`config.mk`:
```
export PLATFORM = sky130hd
export DESIGN_NAME = srt_ram
export DESIGN_NICKNAME = d
export VERILOG_FILES = /design/src/rtl/srt_ram.sv
export SDC_FILE = /design/constraint.sdc
export NUM_CORES = 2
export LEC_CHECK = 0
export ABC_AREA = 1
export BUFFER_PORTS_ARGS = -buffer_cell sky130_fd_sc_hd__clkbuf_2
export CORE_AREA = 2 2 646 648
export CTS_CLUSTER_SIZE = 40
export DETAILED_ROUTE_END_ITERATION = 10
export DIE_AREA = 0 0 648 650
export PLACE_DENSITY_LB_ADDON = 0.2
export REMOVE_ABC_BUFFERS = 1
export SLEW_MARGIN = 15
export SYNTH_ARGS = -nofsm -noshare
export SYNTH_HDL_FRONTEND = slang
export SYNTH_SLANG_ARGS = --single-unit
```
`constraint.sdc`:
```
create_clock -name clk -period 7.4 [get_ports clk]
set_input_delay 0.37 -clock clk [delete_from_list [all_inputs] [get_ports clk]]
set_output_delay 0.37 -clock clk [all_outputs]
set_load 0.02 [all_outputs]
```
`src/rtl/srt_ram.sv`:
```
module srt_ram #(
  parameter int Depth = 64,
  parameter int AddrW = 6,
  parameter int DataW = 64
) (
  input  logic             clk,
  input  logic             we,
  input  logic [AddrW-1:0] waddr,
  input  logic [DataW-1:0] wdata,
  input  logic [AddrW-1:0] raddr,
  output logic [DataW-1:0] rdata
);

  logic [DataW-1:0] mem [Depth];

  always_ff @(posedge clk) begin
    if (we) begin
      mem[waddr] <= wdata;
    end
    rdata <= mem[raddr];
  end

endmodule

```
After elaboration in Yosys (flattened, before gate mapping)

Memories as Yosys holds them, arrays and structs flattened. A register that Yosys moved wholly into a read port is not among the register bits.
Index checks and enable logic that the tools add are counted.

Flip-flop bits (word level): 0
RAM bits: 4,096
Word-level logic and storage cells: 3
Memories kept: 1

Memories:

| name | words | width | read ports | clocked after Yosys merged registers in | write ports | line | text |
|---|---|---|---|---|---|---|---|
| mem  | 64    | 64    | 1          | 1                                       | 1           | 14   | `logic [DataW-1:0] mem [Depth];` |

Mux-type cells: 2

Operators with widths:

| kind             | number |
|---|---|
| 1-bit 2-to-1 mux | 2 |

Depth between registers and ports, before layout

Depth after elaboration: 2
Depth in mapped cells: 13
Gate-level depth less buffers: 9

Worst setup path before layout

Ideal clock, no wire load.

Path kind: input port to flip-flop
Start point: input port we
End point: memory mem[48][0], enable pin
Library setup time: 0.646 ns
Arrival: 7.006 ns
Required time: 6.754 ns
Slack: -0.252 ns
Stages on the path: 3
Path buffers: 1
Cells stage by stage: clkbuf_1 nand4_1 nor4_1

Longest elaborated chain between the ends: 2

RTL lines:

| element                                | line | text |
|---|---|---|
| start: declaration                     | 7    | `input logic we,` |
| 1-bit 2-to-1 mux                       | 17   | `if (we) begin` |
| 1-bit 2-to-1 mux (implied by the code) | 18   | `mem[waddr] <= wdata;` |
| end: declaration                       | 14   |  |

No other way between the ends.

Worst setup path after layout

Start point: input port waddr[2]
End point: memory mem[3][35], enable pin

RTL lines:

| element            | line | text |
|---|---|---|
| start: declaration | 8    | `input logic [AddrW-1:0] waddr,` |

No word-level cell before the write port.

==> results.tsv <==
metric	value	unit
setup_viol	0	
utilization	0.447	
root_buffer	clkbuf_16	
top_layer	met5	
drt_wl_total	529000	µm
place_ws	3.33	ns
maxSlewHeadroom	0.00271	
power_density	272	nW/µm²
syn_inst	13405	
synth_area	165000	µm²
ys_seq_area_frac	0.752	
place_area	171000	µm²
cts_tree	built	
die_x	648	µm
clk-insertion-delay-late	1.01	ns
avgRoutedWirePerCell	27.5	µm
drt-pass1-iter-count	6	
num_rows	237	
fmaxAchievable	321	MHz
yosys_register_bits	4160	
grt_pass1_wl	752000	µm
antenna_found_initial	18	
crit_start	waddr[2]	
clk_pin_slew	0.06	ns
finalHoldViolCount	0	
wirelength_met1	221000	µm
synth_cell_type_count	16	
met3WireLength	37400	µm
finalWorstPathRequiredPeriod	3.12	ns
setup_ws	4.28	ns
drt_iter0_drc	12475	
n_fill_cell	37368	
hold_path.class	in2reg	
numCtsBuffers	436	
hold_ws	0.0333	ns
postCtsSetupRepairBufs	0	
cts_sinks	4160	
cp.arrival	3.69	ns
worstHoldStart	wdata[61]	
synthToLayoutAreaGrowth	12.2	%
clockBufferDepth	4	
synth_edf_count	4096	
die_y	650	µm
status	finished clean	
end_kind	register	
min_period_over_period	0.421	
grt_pass1_vias	100887	
synth_warnings	0	
final_area	186000	µm²
synth_top_cell_by_area	edfxtp_1	
antenna_left	0	
slew_violations	0	
vias	107410	
overflow	0	
gr-usage-all-layers	0.246	
drive_gt1_frac	0.0779	
synth_top_area_share	0.744	
ys.flop_type	edfxtp_1	
die_area	421000	µm²
maxCapViolCount	0	
placed_cells	18402	
p_leak	0.0645	µW
core	415000	µm²
routed_via_density	5.58	
port-buffer-count	141	
hpwl	251000	µm
ys_top_cells_by_area	edfxtp_1 (74%), nand3_1 (12%), nand2_1 (10%), buf_2 (1.5%), dfxtp_1 (0.78%)	
syn_area_per_cell	12.3	µm²
yosys.cell_count.top_type	nand2_1	
rsz0062_at_grt	false	
worst_pin_slew	1.50	ns
ir_drop	0.228	mV
path_class	in2reg	
stdcell_count	19250	
fin_skew	0.0730	ns
cp-start-kind	input port	
synthTopCellsByCount	nand2_1 (4,416), edfxtp_1 (4,096), nand3_1 (3,847)	
io_pins	142	
remaining_drc_errors	0	
cts_max_level	5	
start_util	0.398	
place.gp.congestion	0.773	
dr_wl_met2	252000	µm
layout.nets	13443	
worstPathRequired	7.97	ns
path_max_fanout	32	
grt_max_degree	195	
r2r_start	mem[61][27]	
synthArstFlopShare	0	
-- placed cells by master, fill, tap and decap left out --
cell	instances
inv_16	4
clkbuf_2	94
buf_2	35
buf_6	1
clkinvlp_4	2
clkinv_2	64
clkinv_1	87
dfxtp_1	64
dlygate4sd3_1	18
buf_16	2
bufinv_16	22
inv_6	7
nand4_1	9
nand3_1	3847
buf_12	56
clkbuf_1	131
clkinv_16	15
clkinv_8	2
nand2_1	4416
edfxtp_1	4096
inv_8	4
clkinv_4	6
clkbuf_4	4
clkbuf_16	439
clkbuf_8	40
buf_8	4
inv_1	6
buf_4	205
diode_2	9
nor4_2	8
nor2_4	56
-- per-layer routing --
layer  up-vias  global-route usage
met5         -                   0
met4        10              0.0757
met3       833              0.0316
met2      4375               0.400
met1     54386               0.343
li1      47806                   -
-- worst paths after layout --
| kind | endpoint | slack [ns] | cells past startpoint |
|---|---|---|---|
| worst max-delay path | mem[3][35] | 4.28 | 5 |
| worst min-delay path | mem[30][61] | 0.03 | 2 |
| worst max register to register | rdata[27] | 5.87 | 8 |
| worst min register to register | rdata[32] | 0.75 | 8 |
-- area by class of cell --
| type | count | area, µm² | share of cell area |
|---|---|---|---|
| sequential | 4160 | 124000 | 0.670 |
| inverter | 12 | 105 | 0.000566 |
| clock buffer | 610 | 12000 | 0.0648 |
| multi-input combinational | 8336 | 36600 | 0.197 |
| clock inverter | 207 | 1960 | 0.0106 |
| timing repair buffer | 419 | 3640 | 0.0196 |
| antenna | 9 | 22.5 | 0.000121 |
| tap | 5497 | 6880 | 0.0371 |
-- flip-flops by register name, indices dropped and copies added, names as in the netlist --
signal  flops
mem      4096
rdata      64
-- stage by stage --
step	total power (µW)	setup TNS [ns]
2_1_floorplan	28200	-227.72
3_5_place_dp	29500	0
6_report	50500	0
3_3_place_gp	29500	0
5_1_grt	51900	0
4_1_cts	50800	0
-- report_power, final --
part           internal [µW]  switching [µW]
registers              26100            86.6
clock network          12100            9340
logic                    679            2160
total                  38900           11600
-- critical path, cell delays in order --
cell and delay, ns:
clkbuf_2 0.23, inv_1 0.30, nand4_1 0.72, nor2_4 0.96, buf_4 0.89
-- timing repair --
| action | in CTS | in global routing |
|---|---|---|
| hold buffers | 13 | 5 |
| endpoints found under the hold margin | 319 | 158 |
| gates resized for setup | 0 | 0 |
-- cell families after synthesis --
family / Yosys count / synth area share
and+or+nand+nor: 8336 / 0.219
buffers and inverters: 909 / 0.0295
DFF: 4160 / 0.752
Power figures use the tool's default switching activity.
