<file path="config.mk">
export PLATFORM = sky130hd
export DESIGN_NAME = srt_tail
export DESIGN_NICKNAME = d
export VERILOG_FILES = /design/src/rtl/srt_pkg.sv /design/src/rtl/srt_tail.sv
export SDC_FILE = /design/constraint.sdc
export NUM_CORES = 1
export LEC_CHECK = 0
export BUFFER_PORTS_ARGS = -buffer_cell sky130_fd_sc_hd__buf_2
export CORE_AREA = 2 2 88 90
export DETAILED_ROUTE_END_ITERATION = 16
export DIE_AREA = 0 0 90 92
export GPL_TIMING_DRIVEN = 0
export MAX_ROUTING_LAYER = met4
export PLACE_DENSITY = 0.53
export SLEW_MARGIN = 20
export SYNTH_ARGS = -nofsm -noshare
export SYNTH_HDL_FRONTEND = slang
export SYNTH_SLANG_ARGS = --single-unit
</file>
<file path="constraint.sdc">
create_clock -name vclk -period 1.68
set_clock_uncertainty 0.2 [all_clocks]
set_input_delay 0.168 -clock vclk [all_inputs]
set_output_delay 0.168 -clock vclk [all_outputs]
set_load 0.02 [all_outputs]
</file>
<file path="src/rtl/srt_pkg.sv">
package srt_pkg;

  localparam int Entries = 64;
  localparam int SlotW = 6;
  localparam int CountW = 7;
  localparam int ValidBit = 0;

  localparam logic [2:0] CMD_ADD    = 3'd0;
  localparam logic [2:0] CMD_SET    = 3'd1;
  localparam logic [2:0] CMD_GET    = 3'd2;
  localparam logic [2:0] CMD_DELETE = 3'd3;
  localparam logic [2:0] CMD_SHIFT  = 3'd4;
  localparam logic [2:0] CMD_SORT   = 3'd5;
  localparam logic [2:0] CMD_CLEAR  = 3'd6;

  typedef struct packed {
    logic [7:0]         flags;
    logic [7:0]         kind;
    logic [7:0]         param_a;
    logic [7:0]         param_b;
    logic signed [15:0] x;
    logic signed [15:0] y;
  } rec_t;

  typedef struct packed {
    logic [2:0]         cmd;
    logic [5:0]         slot;
    logic [7:0]         in_flags;
    logic [7:0]         in_kind;
    logic [7:0]         in_param_a;
    logic [7:0]         in_param_b;
    logic signed [15:0] in_x;
    logic signed [15:0] in_y;
  } req_t;

  typedef struct packed {
    logic               ok;
    logic [7:0]         out_flags;
    logic [7:0]         out_kind;
    logic [7:0]         out_param_a;
    logic [7:0]         out_param_b;
    logic signed [15:0] out_x;
    logic signed [15:0] out_y;
    logic [6:0]         valid_count;
  } rsp_t;

  // One memory access issued by the sequencer.
  typedef struct packed {
    logic       we;
    logic [5:0] waddr;
    rec_t       wdata;
    logic [5:0] raddr;
  } mem_cmd_t;

endpackage

</file>
<file path="src/rtl/srt_tail.sv">
module srt_tail (
  input  srt_pkg::mem_cmd_t mc_in,
  input  logic              pass_end,
  input  logic [5:0]        tail_addr,
  input  srt_pkg::rec_t     tail_data,
  output srt_pkg::mem_cmd_t mc_out
);

  // Merges the end-of-pass write of the carried record into the port.
  always_comb begin
    mc_out = mc_in;
    if (pass_end) begin
      mc_out.we = 1'b1;
      mc_out.waddr = tail_addr;
      mc_out.wdata = tail_data;
    end
  end

endmodule

</file>
## Yosys cells after proc, flatten, opt, wreduce, memory -nomap -nowiden

Index checks and enable logic that the tools add are counted.

- Register bits: 0
- Bits in latches: 0
- Bits in writable memories: 0
- Memory bits (read-only): 0
- Input bits: 148
- Output and inout bits: 77
- Memories: 0

- Add/subtract/negate cells: 0
- $mul: 0
- Divide/modulo/power cells: 0
- Order comparisons: 0
- Equal/unequal tests: 0
- Shift-type cells: 0
- Mux-type cells: 1
- Bitwise operators: 0
- Reduce and logical (&&, ||, !) cells: 0

Operators by type and width:

| cell | number |
|---|---|
| 71-bit 2-to-1 mux | 1 |

## Logic depth before layout (Yosys ltp)

Gate-level depths: netlist (run 1).

- Depth after elaboration: 1
- Gate-level depth with buffers: 3
- Mapped depth without buffers: 1

## Worst setup path before layout (run 1)

No wires, ideal clock.

- Kind: input to output
- Start point: in pass_end
- End point: out mc_out[10] in the netlist's numbering
- Arrival: 0.820 ns
- Setup slack: 0.492 ns
- Stages on the path: 3
- Path buffers: 2
- Path through: buf_6 buf_12 mux2_4

RTL lines:

| element | RTL line | RTL |
|---|---|---|
| start: declaration | srt_tail.sv:3 | `input logic pass_end,` |
| end: declaration | srt_tail.sv:6 | `output srt_pkg::mem_cmd_t mc_out` |

==> impl_metrics.yaml, run 1 <==
outcome:
  status: "finished clean"
logic_synthesis:
  yosysTopAreaCell: "mux2_4"
  synth_area_per_cell_um2: 14.7
  yosys_warnings: 0
  synthCells: 85
  synth_common_cells: "mux2_4 (69), buf_12 (7), buf_4 (6)"
  synth_top_area_share_pct: 82.9
  synth-seq-area-share_pct: 0
  synth_most_common_cell: "mux2_4"
  synth_cell_types: 6
  synth_fp_nets: 233
  yosys-top-cells-area: "mux2_4 (83%), buf_12 (11%), buf_4 (3.6%)"
  syn_area_um2: 1250
global_route:
  grt_max_degree: 11
  grt.total_usage_pct: 9.68
  grt_pass1_wl_mm: 6.73
  grt_antenna_before_repair: 0
  grt-ovfl-total: 0
  grt_pass1_vias: 1512
pwr:
  power.density_nw_per_um2: 327
  ir_drop_mv: 0.110
  total_power_mw: 0.808
  p_leak_nw: 1.53
critical_path:
  cpMaxStageDelayCell: "mux2_4"
  path_class: "input pin to output pin"
  endpoint_kind: "output pin"
  path_buf_inv: 3
  critPathArrivalTime_ns: 0.99
  crit_fanout: 10
  path_cells: "buf_6 > buf_12 > mux2_4 > buf_2"
  crit_family: "buffers and inverters"
  start_kind: "input pin"
  cpPeakStageDelay_ns: 0.30
  worstPathRequired_ns: 1.31
timing:
  post-route-period-util_pct: 80.7
  fmax_ghz: 0.737
  tightest_slew_ns: 0.181
  drv_slew: 0
  hold_viol: 0
  finalSetupViolations: 0
  rsz0062_at_grt: "false"
  fin_tns_setup_ns: 0
  finalWorstSetupSlack_ns: 0.324
  period_needed_ns: 1.36
  relSlewSlack_pct: 87.9
detailed_routing:
  drt_iter0_drc: 11
  wl_per_cell_um: 11.3
  num_vias: 1539
  drt_first_pass_iters: 4
  drc: 0
  antenna_left: 0
  totalWireLength_mm: 4.57
  avgViaCountPerCell: 3.80
place:
  gp_congestion: 0.778
  dp.final_hpwl_mm: 4.27
  postPlaceCellArea_um2: 2470
  dp_slack_ns: 0.303
  numPortBuffers: 218
final_layout:
  drive_above_1_share_pct: 99.7
  seq_area_um2: 0
  area_growth_pct: 97.5
  final_area_um2: 2470
  design.seq.count: 0
  antenna_cells: 0
  final_nets: 453
  clockBufferCount: 0
  final_core_util_pct: 33.1
floorplanning:
  fp.dieH_um: 92
  initial_core_util_pct: 16.8
  die_width_um: 90
  die_area_um2: 8280
  ios: 225
  coreArea_um2: 7450
  rows: 32
cts:
  ctsResizeCount: 0
  post_cts.repair.setup_buffers: 0
  hold_buffers: 0
worst_hold_path:
  min_path_type: "input pin to output pin"
flow_run:
  maxCapViolCount: 0
==> metrics by stage <==
stage | hold slack (ns) | instances
6_report | 0.355 | 405
5_1_grt | 0.360 | 405
4_1_cts | 0.357 | 405
3_5_place_dp | 0.357 | 405
3_3_place_gp | 0.354 | 405
2_1_floorplan | 0.249 | 85
==> layer usage <==
layer	up-vias	GRT usage [%]	wire length [µm]
met1	663	9.52	1560
met4	0	0	0
met5	-	-	0
li1	747	-	-
met3	0	1.23	463
met2	129	21.1	2550
==> path summary, 6_finish.rpt <==
check | slack, ns | endpoint | depth (start not counted) | startpoint
max | 0.32 | mc_out[10] | 4 | pass_end
min | 0.36 | mc_out[3] | 2 | mc_in[3]
==> cell usage in the layout, fill, tap and decap left out, drive strengths merged <==
cell,n
buf,232
mux2,70
or2,1
==> layout make-up <==
type | count | area (µm²)
buffer | 14 | 196
fill | 762 | 4980
multi-input combinational | 71 | 1050
tap | 102 | 128
timing repair buffer | 218 | 1090
==> report_power, final <==
part	internal, mW	switching [mW]
Combinational	0.445	0.363
Sequential	0	0
Clock	0	0
Total	0.445	0.363
==> logic make-up (layout without fill, tap and decap cells) <==
group	after synthesis	count (layout)	share of synthesized area, %
buffers and inverters	14	232	15.7
multiplexers	70	70	83.8
AND/OR/NAND/NOR	1	1	0.501
Power figures use the tool's default switching activity.
==> run 2, diff against run 1 <==
--- a/config.mk
+++ b/config.mk
@@ -5,13 +5,14 @@
 export SDC_FILE = /design/constraint.sdc
 export NUM_CORES = 1
 export LEC_CHECK = 0
+export ABC_AREA = 1
 export BUFFER_PORTS_ARGS = -buffer_cell sky130_fd_sc_hd__buf_2
-export CORE_AREA = 2 2 88 90
+export CORE_AREA = 2 2 87 89
 export DETAILED_ROUTE_END_ITERATION = 16
-export DIE_AREA = 0 0 90 92
+export DIE_AREA = 0 0 89 91
 export GPL_TIMING_DRIVEN = 0
 export MAX_ROUTING_LAYER = met4
-export PLACE_DENSITY = 0.53
+export PLACE_DENSITY = 0.5
 export SLEW_MARGIN = 20
 export SYNTH_ARGS = -nofsm -noshare
 export SYNTH_HDL_FRONTEND = slang
==> constraint.sdc (replaced) <==
create_clock -name vclk -period 1.35
set_clock_uncertainty 0.2 [all_clocks]
set_input_delay 0.135 -clock vclk [all_inputs]
set_output_delay 0.135 -clock vclk [all_outputs]
set_load 0.02 [all_outputs]
==> impl_metrics.yaml, run 2 <==
worst_hold_path:
  whs_endpoint: "mc_out[4]"
  min_path_type: "input pin to output pin"
  whs_path_depth: 2
  hp-start: "mc_in[4]"
floorplanning:
  rows: 31
  initial_core_util_pct: 13.9
  ios: 225
  die_width_um: 89
  die_area_um2: 8100
  coreArea_um2: 7140
  fp.dieH_um: 91
place:
  dpl.cell_count: 550
  numPortBuffers: 218
  gp_congestion: 0.754
  dp.final_hpwl_mm: 4.41
timing:
  finalSetupViolations: 0
  drv_slew: 0
  rsz0062_at_grt: "false"
  tightest_slew_ns: 0.123
  post-route-period-util_pct: 83.6
  period_needed_ns: 1.13
  relSlewSlack_pct: 91.8
  fmax_ghz: 0.886
  fin_tns_setup_ns: 0
  hold_viol: 0
global_route:
  grt_antenna_before_repair: 0
  grtUsageMet1_pct: 10.8
  grt_pass1_wl_mm: 7.50
  grt.busiest_layer: "met2"
  met2_usage_pct: 24.4
  grt.total_usage_pct: 11.2
  grt_pass1_vias: 1886
  grt-ovfl-total: 0
  grt_max_degree: 11
  met3_usage_pct: 0.455
final_layout:
  final_common_cell: "buf_2"
  area_growth_pct: 123
  drive_above_1_share_pct: 53.4
  final_core_util_pct: 30.9
  clockBufferCount: 0
  design.seq.count: 0
  seq_area_um2: 0
  final_nets: 601
  antenna_cells: 0
  layoutNonFillerInstCount: 550
  layout_common_cells: "buf_2 (218), nand2_1 (210), buf_4 (13)"
logic_synthesis:
  synth_common_cells: "nand2_1 (210), buf_4 (13), buf_6 (8)"
  yosysTopAreaCell: "nand2_1"
  synth_most_common_cell: "nand2_1"
  synth_area_per_cell_um2: 4.25
  yosys-top-cells-area: "nand2_1 (80%), buf_4 (9.8%), buf_6 (9.1%)"
  synth_top_area_share_pct: 79.5
  synthCells: 233
  syn_area_um2: 991
  synth-seq-area-share_pct: 0
  yosys_warnings: 0
  synth_fp_nets: 381
  synth_cell_types: 5
critical_path:
  cpMaxStageDelayCell: "buf_2"
  worstPathRequired_ns: 1.01
  critPathArrivalTime_ns: 0.79
  path_cells: "buf_6 > inv_6 > buf_6 > nand2_1 > nand2_1 > buf_2"
  path_buf_inv: 4
  cpPeakStageDelay_ns: 0.16
  endpoint_kind: "output pin"
  crit_fanout: 10
  path_class: "input pin to output pin"
  start_kind: "input pin"
  crit_family: "buffers and inverters"
pwr:
  p_sw_mw: 0.494
  ir_drop_mv: 0.127
  p_clk_share_pct: 0
  p_leak_nw: 1.61
  p_int_mw: 0.379
  power.density_nw_per_um2: 396
  swShare_pct: 56.6
  p_seq_share_pct: 0
  power_frac_comb_pct: 100.0
detailed_routing:
  avgViaCountPerCell: 3.76
  antenna_left: 0
  totalWireLength_mm: 5.10
  wl_per_cell_um: 9.27
  num_vias: 2068
  drc: 0
  drt_iter0_drc: 35
  drt_first_pass_iters: 4
flow_run:
  maxCapViolCount: 0
cts:
  hold_buffers: 0
  ctsResizeCount: 0
  post_cts.repair.setup_buffers: 0
outcome:
  status: "finished clean"
[run 2: cells by family after synthesis]
group                  count (synthesis)  synth area share, %
AND/OR/NAND/NOR                      211                 80.2
buffers and inverters                 22                 19.8
[run 2: power by group through the flow]
stage               Sequential, mW  Clock [mW]  Combinational [mW]
global placement                 0           0               0.880
detailed placement               0           0               0.882
floorplan                        0           0               0.484
global route                     0           0               0.969
CTS                              0           0               0.885
finish                           0           0               0.873
[run 2: worst max path at each step]
stage	startpoint	endpoint	slack (ns)	depth (start not counted)
after floorplan	pass_end	mc_out[10]	0.36	5
after global placement	pass_end	mc_out[26]	0.20	6
after detailed placement	pass_end	mc_out[50]	0.19	6
after CTS	pass_end	mc_out[50]	0.19	6
after global routing	pass_end	mc_out[36]	0.12	6
final	pass_end	mc_out[36]	0.22	6
[run 2: final cells by class]
type | instances | area [µm²]
fill | 838 | 4930
tap | 99 | 124
multi-input combinational | 211 | 795
inverter | 1 | 8.76
buffer | 21 | 188
timing repair buffer | 218 | 1090
[run 2: metrics by stage]
stage / power, mW / setup WS, ns / hold slack [ns] / instance area [µm²]
global placement: 0.880 / 0.196 / 0.289 / 2210
global route: 0.969 / 0.116 / 0.291 / 2210
floorplan: 0.484 / 0.363 / 0.183 / 991
detailed placement: 0.882 / 0.193 / 0.288 / 2210
finish: 0.873 / 0.221 / 0.287 / 2210
CTS: 0.885 / 0.190 / 0.288 / 2210
[run 2: per-layer routing]
metal  part of all wire [%]  routed length [µm]
met3                     11                 560
met1                     38                1920
met4                   0.37                  19
met2                     51                2600
met5                      0                   0
