===== src/rtl/srt_pkg.sv =====
package srt_pkg;

  localparam int Entries = 64;
  localparam int SlotW = 6;
  localparam int CountW = 7;
  localparam int ValidBit = 0;

  localparam logic [2:0] CMD_ADD    = 3'd0;
  localparam logic [2:0] CMD_SET    = 3'd1;
  localparam logic [2:0] CMD_GET    = 3'd2;
  localparam logic [2:0] CMD_DELETE = 3'd3;
  localparam logic [2:0] CMD_SHIFT  = 3'd4;
  localparam logic [2:0] CMD_SORT   = 3'd5;
  localparam logic [2:0] CMD_CLEAR  = 3'd6;

  typedef struct packed {
    logic [7:0]         flags;
    logic [7:0]         kind;
    logic [7:0]         param_a;
    logic [7:0]         param_b;
    logic signed [15:0] x;
    logic signed [15:0] y;
  } rec_t;

  typedef struct packed {
    logic [2:0]         cmd;
    logic [5:0]         slot;
    logic [7:0]         in_flags;
    logic [7:0]         in_kind;
    logic [7:0]         in_param_a;
    logic [7:0]         in_param_b;
    logic signed [15:0] in_x;
    logic signed [15:0] in_y;
  } req_t;

  typedef struct packed {
    logic               ok;
    logic [7:0]         out_flags;
    logic [7:0]         out_kind;
    logic [7:0]         out_param_a;
    logic [7:0]         out_param_b;
    logic signed [15:0] out_x;
    logic signed [15:0] out_y;
    logic [6:0]         valid_count;
  } rsp_t;

  // One memory access issued by the sequencer.
  typedef struct packed {
    logic       we;
    logic [5:0] waddr;
    rec_t       wdata;
    logic [5:0] raddr;
  } mem_cmd_t;

endpackage


===== src/rtl/srt_seq.sv =====
module srt_seq (
  input  logic           clk,
  input  logic           rst,
  input  logic           start,
  input  srt_pkg::req_t  req,
  output logic           busy,
  output logic           done,
  output srt_pkg::rsp_t  rsp,
  output srt_pkg::mem_cmd_t mc,
  output logic           pass_end,
  output logic [5:0]     tail_addr,
  output srt_pkg::rec_t  tail_data,
  input  srt_pkg::rec_t  rdata
);

  typedef enum logic [3:0] {
    S_IDLE, S_ADD, S_SETGET, S_DEL, S_SHIFT, S_SORT_LD, S_SORT,
    S_CLEAR, S_WIPE, S_DONE
  } state_t;

  state_t state;
  srt_pkg::req_t r;
  logic [6:0] idx;       // sweep index, one wider to hold the depth
  logic [6:0] top;       // sort pass limit
  logic [6:0] vcount;    // live count of valid slots
  logic       rd_ok;     // read data of idx-1 is present
  srt_pkg::rec_t hold;   // carried record for delete and sort
  logic       ok;
  srt_pkg::rec_t got;
  logic       tail_pend; // carried record of the finished pass still to be written

  srt_pkg::rec_t new_rec;
  logic rvalid;
  logic [5:0] last_slot;

  assign last_slot = 6'(srt_pkg::Entries - 1);
  assign rvalid = rdata.flags[srt_pkg::ValidBit];

  always_comb begin
    new_rec = '{flags: r.in_flags, kind: r.in_kind, param_a: r.in_param_a,
                param_b: r.in_param_b, x: r.in_x, y: r.in_y};
    new_rec.flags[srt_pkg::ValidBit] = 1'b1;
  end

  assign busy = (state != S_IDLE);

  // The carried record lands in the last slot of the pass while the next
  // pass starts its read of slot 0.
  assign pass_end = (state == S_SORT_LD) && tail_pend;
  assign tail_addr = top[5:0];
  assign tail_data = hold;

  always_comb begin
    mc = '0;
    mc.raddr = idx[5:0];
    unique case (state)
      S_ADD: begin
        if (rd_ok && !rvalid) begin
          mc.we = 1'b1; mc.waddr = 6'(idx - 7'd1); mc.wdata = new_rec;
        end
      end
      S_SETGET: begin
        mc.raddr = r.slot;
        if (rd_ok && rvalid && r.cmd == srt_pkg::CMD_SET) begin
          mc.we = 1'b1; mc.waddr = r.slot; mc.wdata = new_rec;
        end
      end
      S_DEL: begin
        // The read of the deleted slot itself moves nothing.
        if (rd_ok && idx != {1'b0, r.slot} + 7'd1) begin
          mc.we = 1'b1; mc.waddr = 6'(idx - 7'd2); mc.wdata = rdata;
          if (idx == 7'(srt_pkg::Entries) + 7'd1) begin
            mc.waddr = last_slot;
            mc.wdata = hold;
            mc.wdata.flags = '0;
          end
        end
      end
      S_SHIFT: begin
        if (rd_ok && rvalid) begin
          mc.we = 1'b1; mc.waddr = 6'(idx - 7'd1); mc.wdata = rdata;
          mc.wdata.x = rdata.x + r.in_x;
          mc.wdata.y = rdata.y + r.in_y;
        end
      end
      S_SORT: begin
        // hold is slot idx-2 so far; rdata is slot idx-1.
        if (rd_ok) begin
          mc.we = 1'b1; mc.waddr = 6'(idx - 7'd2);
          mc.wdata = ($signed(hold.y) < $signed(rdata.y)) ? rdata : hold;
        end
      end
      S_CLEAR, S_WIPE: begin
        mc.we = 1'b1; mc.waddr = idx[5:0]; mc.wdata = '0;
      end
      default: ;
    endcase
  end

  always_ff @(posedge clk) begin
    if (rst) begin
      state <= S_WIPE;
      idx <= '0;
      vcount <= '0;
      rd_ok <= 1'b0;
      done <= 1'b0;
      top <= '0;
      tail_pend <= 1'b0;
    end else begin
      done <= 1'b0;
      unique case (state)
        S_IDLE: begin
          ok <= 1'b0;
          got <= '0;
          rd_ok <= 1'b0;
          idx <= '0;
          if (start) begin
            r <= req;
            priority case (req.cmd)
              srt_pkg::CMD_ADD:    state <= S_ADD;
              srt_pkg::CMD_SET,
              srt_pkg::CMD_GET:    state <= S_SETGET;
              srt_pkg::CMD_DELETE: begin
                state <= S_DEL; idx <= {1'b0, req.slot};
              end
              srt_pkg::CMD_SHIFT:  state <= S_SHIFT;
              srt_pkg::CMD_SORT: begin
                top <= vcount; state <= S_SORT_LD;
              end
              srt_pkg::CMD_CLEAR:  state <= S_CLEAR;
              default:             state <= S_DONE;
            endcase
          end
        end
        S_ADD: begin
          idx <= idx + 7'd1;
          rd_ok <= 1'b1;
          if (rd_ok && !rvalid) begin
            ok <= 1'b1; vcount <= vcount + 7'd1; state <= S_DONE;
          end else if (idx == 7'(srt_pkg::Entries)) begin
            state <= S_DONE;
          end
        end
        S_SETGET: begin
          rd_ok <= 1'b1;
          if (rd_ok) begin
            ok <= rvalid;
            if (rvalid && r.cmd == srt_pkg::CMD_GET) got <= rdata;
            state <= S_DONE;
          end
        end
        S_DEL: begin
          // First read fetches the deleted slot for its valid bit.
          idx <= idx + 7'd1;
          rd_ok <= 1'b1;
          if (rd_ok && idx == {1'b0, r.slot} + 7'd1) begin
            if (rdata.flags[srt_pkg::ValidBit]) vcount <= vcount - 7'd1;
          end
          if (idx == 7'(srt_pkg::Entries)) hold <= rdata;
          if (rd_ok && idx == 7'(srt_pkg::Entries) + 7'd1) begin
            ok <= 1'b1; state <= S_DONE;
          end
        end
        S_SHIFT: begin
          idx <= idx + 7'd1;
          rd_ok <= 1'b1;
          if (idx == 7'(srt_pkg::Entries)) begin
            ok <= 1'b1; state <= S_DONE;
          end
        end
        S_SORT_LD: begin
          // Start one pass by reading slot 0, or finish the sort when fewer than two slots are left.
          ok <= 1'b1;
          tail_pend <= 1'b0;
          if (top < 7'd2) begin
            state <= S_DONE;
          end else begin
            idx <= 7'd1; rd_ok <= 1'b0; state <= S_SORT;
          end
        end
        S_SORT: begin
          idx <= idx + 7'd1;
          rd_ok <= 1'b1;
          if (!rd_ok) begin
            hold <= rdata;
          end else begin
            hold <= ($signed(hold.y) < $signed(rdata.y)) ? hold : rdata;
          end
          if (rd_ok && idx == top) begin
            state <= S_SORT_LD; top <= top - 7'd1; idx <= '0;
            rd_ok <= 1'b0; tail_pend <= 1'b1;
          end
        end
        S_CLEAR: begin
          idx <= idx + 7'd1;
          if (idx == 7'(srt_pkg::Entries - 1)) begin
            vcount <= '0; ok <= 1'b1; state <= S_DONE;
          end
        end
        S_WIPE: begin
          idx <= idx + 7'd1;
          if (idx == 7'(srt_pkg::Entries - 1)) state <= S_IDLE;
        end
        S_DONE: begin
          done <= 1'b1; state <= S_IDLE;
        end
        default: state <= S_IDLE;
      endcase
    end
  end

  assign rsp = '{ok: ok, out_flags: got.flags, out_kind: got.kind,
                 out_param_a: got.param_a, out_param_b: got.param_b,
                 out_x: got.x, out_y: got.y, valid_count: vcount};

endmodule


===== config.mk =====
export PLATFORM = sky130hd
export DESIGN_NAME = srt_seq
export DESIGN_NICKNAME = d
export VERILOG_FILES = /design/src/rtl/srt_pkg.sv /design/src/rtl/srt_seq.sv
export SDC_FILE = /design/constraint.sdc
export NUM_CORES = 1
export LEC_CHECK = 0
export CAP_MARGIN = 25
export CORE_AREA = 2 2 140 142
export DETAILED_ROUTE_END_ITERATION = 10
export DIE_AREA = 0 0 142 144
export DONT_BUFFER_PORTS = 1
export GPL_ROUTABILITY_DRIVEN = 0
export PLACE_DENSITY = 0.8
export SYNTH_ARGS = -nofsm -noshare
export SYNTH_HDL_FRONTEND = slang
export SYNTH_SLANG_ARGS = --single-unit
export TNS_END_PERCENT = 50

===== constraint.sdc =====
create_clock -name clk -period 26.6 [get_ports clk]
set_clock_uncertainty 0.05 [all_clocks]
set_input_delay 5.32 -clock clk [delete_from_list [all_inputs] [get_ports clk]]
set_output_delay 5.32 -clock clk [all_outputs]
set_load 0.01 [all_outputs]

### Word level (Yosys, flattened, before mapping)

Index checks and enable logic that the tools add are counted.
Widths: inputs -> output; s select.

* output and inout port bits: 222
* register bits: 230
* word-level logic and storage cells: 166
* bits of input ports: 140

* magnitude comparators: 2
* eq/ne operators: 38
* muxes and demuxes: 53
* add/sub/neg operators: 9
* reductions and logical operators: 35
* bitwise logic cells: 1

Operator list (number)
* $pmux 71 s6: 1
* $mux 64: 6
* $mux 71: 5
* $pmux 64 s2: 2
* $mux 70: 1
* $mux 7: 9
* $mux 4: 9
* $pmux 4 s9: 1
* $add 16x16->16: 2
* $pmux 7 s4: 1
* $ne 2x2->1 const B: 13
* $pmux 4 s6: 1
* $pmux 7 s3: 1
* $mux 6: 3
* $eq 4x3->1 const B: 4
* $lt 16x16->1: 1
* $add 7x1->7 const B: 2
* $eq 7x7->1: 2
* $eq 7x7->1 const B: 2
* $pmux 7 s2: 1
* $sub 7x1->7 const B: 2
* $reduce_and 4->1: 3
* $reduce_bool 4->1: 3
* $eq 3x2->1 const B: 3
* other kinds (33): 60

### Logic depth before layout (Yosys ltp)

Gate-level depths: netlist (run 1).

* depth in word-level cells: 5
* depth in mapped cells: 12
* mapped depth without buffers: 9

### Worst setup path before layout (run 1)

No wires, ideal clock.

* path kind: in2out
* start: in rdata[15] (netlist name)
* end: out mc[25] (netlist name)
* path buffers: 4
* data required time: 21.230 ns
* path slack: 13.288 ns
* arrival: 7.942 ns
* stages: 12
* cells stage by stage: inv_1 -> ha_1 -> clkbuf_1 -> and4_1 -> and4b_4 -> o41a_1 -> or2_1 -> buf_6 -> a21o_1 -> buf_6 -> buf_6 -> a221o_1

RTL lines
* from (decl): RTL line srt_seq.sv:13 `input srt_pkg::rec_t rdata`
* to (decl): RTL line srt_seq.sv:9 `output srt_pkg::mem_cmd_t mc,`

==> out/summary.txt, run 1 <==
=====================================================================================
Status                                                                   finished, final reports clean
Number of different library cells in the post-synthesis netlist                    71
Final Net Count                                                                  1361
Clock sink total                                                                  229
Total number of H-tree levels                                                       1
Max-Cap Viols                                                                       0
Bufs and invs on worst path                                                         2
Total core area                                                           19080 sq um
Async SR Flop Fraction                                                             0%
Hpwl dp                                                                      25050 um
Effective utilization at floorplan                                             67.26%
Dominant synthesized flop cell                                               edfxtp_1
Per-cell via count in the routed design                                         7.125
Worst Tran Pin Value                                                        0.9927 ns
Rel. slew slack                                                                33.62%
Startpoint class of the critical path                                      input port
Height of the die                                                              144 um
Number of cells in the finished layout apart from fillers                        1418
CTS clk-pin slew, worst paths                                                 0.06 ns
Post-synth EDFFs                                                                  201
Final Hold Violating Endpoints                                                      0
Cell chain of the critical path                                          inv_1 -> ha_1 -> and4_1 -> a21o_1 -> nor4_2 -> or2_1 -> a21o_1 -> buf_4 -> a221o_1
TritonCTS clock tree                                                             done
Unrepaired setup endpoints after global routing                                 false
Total Neg Setup Slack                                                            0 ns
Worst setup EP type                                                      primary output
Vias in the first global route                                                   9143
Leakage power summed over all cells                                          5.156 nW
Std-Cell Rows                                                                      51
Largest net degree at the start of global routing                                  73
Power per cell area                                                      72.40 nW/um^2
Count of routing violations after the opening detailed-route iteration            989
Die Span X                                                                     142 um
Share of the yosys chip area belonging to registers                            51.40%
Length of the first detailed-routing pass in iterations                             6
Worst vdd rail ir drop                                                   0.00006656 V
Data arrival time at the worst-slack endpoint                                 8.84 ns
Initial antenna violation count                                                     6
Total of endpoints with negative setup slack in the final report                    0
Total routing usage reported by global routing                                 33.35%
Post-Synthesis Cells                                                             1191
Critical-path maximum fanout                                                       39
Pins over their slew limit                                                          0
Worst-Skew Late Latency                                                       0.51 ns
Standard cell with the maximum stage delay on the critical path                 or2_1
Minimum period implied by the final worst setup slack                        14.21 ns
Syn Nets                                                                         1392
Area of the die                                                           20450 sq um
Average instance area after synthesis                                     10.77 sq um
Post-Route Utilization                                                         72.46%
Class of the worst hold path                                             register to register
Dominant delay contributor by cell family on the critical path           simple AND/OR/NAND/NOR gates
Global-route wire length before repair                                       52610 um
Post-CTS Setup Repair Bufs                                                          0
Bufs on Longest Clock Path                                                          3
Remaining Overflow, GRT                                                             0
Count of instances resized after the clock tree is built                            0
Inserted Clock Buffers                                                             24
Remaining number of nets flagged by the antenna check after routing                 0
Data required time of the worst path                                         21.23 ns
Final wirelength                                                             36270 um
DRC violations left                                                                 0
Total instance count after detailed placement                                    1371
Cell mode on critical path                                                     a21o_1
# IOs                                                                             362
Via count of the routed design                                                  10100
Register bit count reported by yosys                                              229
Post-CTS Hold Buffers                                                               0
Area overhead of the layout relative to synthesis                              7.742%
Maximum clock frequency                                                     70.36 MHz
Part of the cycle the worst path needs                                         53.43%
Worst setup path category                                                input port to primary output
Synthesis Warnings                                                                  0
Number of buffer cells added on primary ports                                       0
Cell at the root of the clock tree                                          clkbuf_16
Total power of the final layout                                              1.001 mW
Share of cells above drive strength 1                                          5.952%
Slowest Stage Delay on Critical Path                                          0.77 ns
Average wire per standard cell                                               25.58 um
Netlist Area Pre-Place                                                    12830 sq um
=====================================================================================
## per-stage QoR
| step | hold slack, ns | area (sq um) | setup WS (ns) |
|---|---|---|---|
| 2_1_floorplan | 0.3991 | 12830 | 13.29 |
| 3_3_place_gp | 0.4073 | 12990 | 12.37 |
| 3_5_place_dp | 0.4100 | 13000 | 12.34 |
| 4_1_cts | 0.4619 | 13790 | 12.33 |
| 5_1_grt | 0.4890 | 13820 | 12.15 |
| 6_report | 0.4653 | 13830 | 12.39 |
## synth_stat cells (17+ instances only)
cell type / instances / area (sq um)
edfxtp_1: 201 / 6036
nand2_1: 94 / 352.8
nor2_1: 88 / 330.3
a21oi_1: 65 / 325.3
o21ai_0: 62 / 310.3
ha_1: 58 / 725.7
and3_1: 57 / 356.6
clkbuf_1: 55 / 206.5
a221o_1: 51 / 510.5
and2_1: 42 / 262.8
inv_1: 36 / 135.1
xnor2_1: 33 / 289.0
nand3_1: 29 / 145.1
dfxtp_1: 28 / 560.5
nor3_1: 27 / 135.1
mux2i_1: 24 / 240.2
xor2_1: 17 / 148.9
## where the power goes
| part | internal, mW | leakage (nW) | switching [mW] | total [mW] |
|---|---|---|---|---|
| Combinational | 0.0674 | 2.71 | 0.124 | 0.191 |
| Clock | 0.203 | 0.384 | 0.134 | 0.337 |
| Sequential | 0.429 | 2.06 | 0.0435 | 0.473 |
| Total | 0.700 | 5.16 | 0.301 | 1.00 |
## cells by family after synthesis
group | share of synthesized area (%)
flops | 51.40
simple gates | 16.38
buf+inv | 3.715
xor+xnor | 3.413
mux | 1.872
compound gates | 17.09
fa+ha+maj | 6.123
## sequential cells by signal, indices dropped and copies added (netlist names)
signal and cells:
top 7, tail_data 64, tail_pend 1, done 1, r 9, state 4
rd_ok 1, new_rec 63, vcount 7, ok 1, rsp 64, idx 7
## worst register-to-register path, stage by stage (launching register included)
cell      delay [ns]
edfxtp_1        0.48
ha_1            0.49
and4_1          0.33
a21o_1          0.21
nor4_2          0.69
or2_1           0.77
nor2_1          0.15
nor3_2          0.27
buf_4           0.63
## cell type report
cell class	count	area, sq um
fillers	1321	5254
diodes	4	10.01
well taps	238	297.8
inverters	36	135.1
multi-input cells	850	5836
clock inverters	11	132.6
repair buffers	19	160.2
clock buffers	31	658.1
flip-flops and latches	229	6596
## layer usage
| layer | vias up | wire (um) | GRT usage [%] |
|---|---|---|---|
| li1 | 4495 | - | - |
| met1 | 4804 | 13130 | 42.89 |
| met2 | 694 | 17630 | 54.84 |
| met3 | 106 | 3988 | 8.311 |
| met4 | 4 | 1497 | 12.89 |
| met5 | - | 28 | 0 |
## worst paths after layout
kind            startpoint       endpoint  slack, ns  cells after the start
max              rdata[15]         mc[26]      12.39                      9
min              tail_pend      tail_pend       0.47                      2
max reg2reg  tail_data[15]  tail_data[42]      22.16                      8
min reg2reg      tail_pend      tail_pend       0.47                      2
## placed cells by master, fill, tap and decap left out, types with 25 or more instances in the layout
cell type	instances
a21oi_1	65
a221o_1	51
and2_1	42
and3_1	56
clkbuf_16	25
dfxtp_1	28
edfxtp_1	201
ha_1	58
inv_1	36
nand2_1	93
nand3_1	29
nor2_1	87
nor3_1	26
o21ai_0	62
xnor2_1	33
(Power assumes the default switching activity.)
==> run 2: changes to the inputs <==
--- a/config.mk
+++ b/config.mk
@@ -6,12 +6,12 @@
 export NUM_CORES = 1
 export LEC_CHECK = 0
 export CAP_MARGIN = 25
-export CORE_AREA = 2 2 140 142
+export CORE_MARGIN = 1
+export CORE_UTILIZATION = 64
 export DETAILED_ROUTE_END_ITERATION = 10
-export DIE_AREA = 0 0 142 144
 export DONT_BUFFER_PORTS = 1
 export GPL_ROUTABILITY_DRIVEN = 0
-export PLACE_DENSITY = 0.8
+export PLACE_DENSITY = 0.76
 export SYNTH_ARGS = -nofsm -noshare
 export SYNTH_HDL_FRONTEND = slang
 export SYNTH_SLANG_ARGS = --single-unit
==> constraint.sdc (replaced) <==
create_clock -name clk -period 14.6 [get_ports clk]
set_clock_uncertainty 0.05 [all_clocks]
set_input_delay 2.92 -clock clk [delete_from_list [all_inputs] [get_ports clk]]
set_output_delay 2.92 -clock clk [all_outputs]
set_load 0.01 [all_outputs]
==> run 2 against run 1 <==
Against the previous run: clock power is 73% higher; register-to-register slack got worse by 12 ns; final area about the same; largest cell class unchanged.
==> out/summary.txt, run 2 (synthesis results as in run 1) <==
=====================================================================================
Status                                                                   finished, final reports clean
Worst setup slack before clock tree synthesis                                5.216 ns   -7.119 ns
Initial antenna violation count                                                     9   +3
Via count of the routed design                                                  10120   +0.20%
Unrepaired setup endpoints after global routing                                 false
Worst setup margin                                                           5.173 ns   -7.215 ns
Inserted Clock Buffers                                                             25   +4.2%
Total number of H-tree levels                                                       1   unchanged
Cells on worst reg2reg path                                                         8   unchanged
Vias in the first global route                                                   9265   +1.3%
Post-CTS Hold Buffers                                                               0   unchanged
Final wirelength                                                             36480 um   +0.57%
Worst Tran Pin Value                                                         1.020 ns   +0.02712 ns
Fraction of power spent switching nets                                         30.88%   +0.78 points
Leakage power summed over all cells                                          5.135 nW   -0.41%
Die Span X                                                                   143.6 um   +1.1%
Power per cell area                                                      129.6 nW/um^2   +79%
Post-Route Utilization                                                         70.54%   -1.9 points
Class of the worst hold path                                             register to register
Total core area                                                           19590 sq um   +2.7%
Effective utilization at floorplan                                             65.50%   -1.8 points
Worst hold path cell count                                                          2   unchanged
Number of buffer cells added on primary ports                                       0   unchanged
Per-cell via count in the routed design                                         6.977   -2.1%
Standard cell with the maximum stage delay on the critical path                 or2_1
Total power of the final layout                                              1.790 mW   +79%
TritonCTS clock tree                                                             done
Relative contribution of the clock network to total power                       32.6%   -1.1 points
Clock sink total                                                                  229   unchanged
Internal Pwr Total                                                           1.237 mW   +77%
Minimum period implied by the final worst setup slack                        9.427 ns
Std-Cell Rows                                                                      51   unchanged
Pins over their slew limit                                                          0   unchanged
Part of the cycle the worst path needs                                         64.57%
Average wire per standard cell                                               25.14 um   -1.7%
Worst setup path category                                                input port to primary output
Smallest hold slack                                                         0.4463 ns   -0.01908 ns
Total instance count after detailed placement                                    1399   +2.0%
Power share of the sequential group                                             48.2%   +0.9 points
Length of the first detailed-routing pass in iterations                             6   unchanged
Commonest non-fill, non-tap cells in the layout                          edfxtp_1, nand2_1, nor2_1, a21oi_1, o21ai_0
Slowest Stage Delay on Critical Path                                          0.81 ns   +0.04 ns
Area overhead of the layout relative to synthesis                              7.684%   about the same
Remaining number of nets flagged by the antenna check after routing                 0   unchanged
Count of instances resized after the clock tree is built                            0   unchanged
Combinational group share of total power                                        19.2%   about the same
Final Net Count                                                                  1363   +0.15%
Cell area after placement                                                 13030 sq um   +0.23%
Height of the die                                                            143.6 um   -0.28%
Largest net degree at the start of global routing                                  73   unchanged
Critical-path maximum fanout                                                       39   unchanged
Maximum clock frequency                                                     106.1 MHz
Count of routing violations after the opening detailed-route iteration            936   -5.4%
Worst-Skew Late Latency                                                       0.51 ns   about the same
Commonest non-fill, non-tap cell in the layout                               edfxtp_1
Worst setup EP type                                                      primary output
Post-CTS Setup Repair Bufs                                                          0   unchanged
Data arrival time at the worst-slack endpoint                                 6.46 ns   -2.38 ns
Rel. slew slack                                                                30.25%   -3.4 points
Total of endpoints with negative setup slack in the final report                    0   unchanged
Cell chain of the critical path                                          inv_1 -> ha_1 -> a2111oi_0 -> and4b_4 -> nor4_2 -> or2_1 -> a21o_1 -> buf_4 -> a221o_1
Final design instance area without fill                                   13820 sq um   about the same
Remaining Overflow, GRT                                                             0   unchanged
Max-Cap Viols                                                                       0   unchanged
Total routing usage reported by global routing                                 33.81%   +0.46 points
CTS clk-pin slew, worst paths                                                 0.06 ns   about the same
Data required time of the worst path                                         11.63 ns   -9.60 ns
Number of cells in the finished layout apart from fillers                        1451   +2.3%
Startpoint class of the critical path                                      input port
Total Neg Setup Slack                                                            0 ns   unchanged
Bufs on Longest Clock Path                                                          3   unchanged
Worst vdd rail ir drop                                                    0.0001176 V   +77%
# IOs                                                                             362   unchanged
DRC violations left                                                                 0   unchanged
Share of cells above drive strength 1                                          5.932%   -0.020 points
Area of the die                                                           20620 sq um   +0.85%
Net load switching power                                                     552.9 uW   +84%
Final Hold Violating Endpoints                                                      0   unchanged
Cell at the root of the clock tree                                          clkbuf_16
Global-route wire length before repair                                       53090 um   +0.90%
Hpwl dp                                                                      25070 um   about the same
=====================================================================================
==> run 2: worst max-delay path: cells and delay by family <==
kind | cells | cell delay, ns
AOI/OAI and AO/OA | 3 | 1.06
adders and majority gates | 1 | 0.27
buffers and inverters | 2 | 0.46
and+or+nand+nor | 3 | 1.72
==> run 2: cell type report <==
type	instances	area, sq um
antenna	6	15.01
clock inverter	15	103.9
clock buffer	30	644.4
timing repair buffer	20	167.7
fill	1401	5772
multi-input combinational	850	5824
tap	265	331.6
inverter	36	135.1
sequential	229	6596
==> run 2: layer usage <==
layer	part of all wire, %	global-route usage, %
met1	37	42.37
met2	48	55.49
met3	10	8.231
met4	4.4	15.01
met5	0.14	0
==> run 2: path summary, 6_finish.rpt <==
path                                    start            end  slack (ns)
worst max-delay path                 rdata[1]         mc[27]        5.17
worst min register to register      tail_pend      tail_pend        0.45
worst min-delay path                tail_pend      tail_pend        0.45
worst max register to register  tail_data[15]  tail_data[45]       10.33
==> run 2: power groups by stage <==
stage | Combinational [mW] | Clock (mW) | Sequential, mW
after CTS | 0.337 | 0.587 | 0.863
after global routing | 0.376 | 0.614 | 0.872
after detailed placement | 0.335 | 0 | 0.876
after floorplan | 0.282 | 0 | 0.837
final | 0.343 | 0.584 | 0.864
after global placement | 0.329 | 0 | 0.875
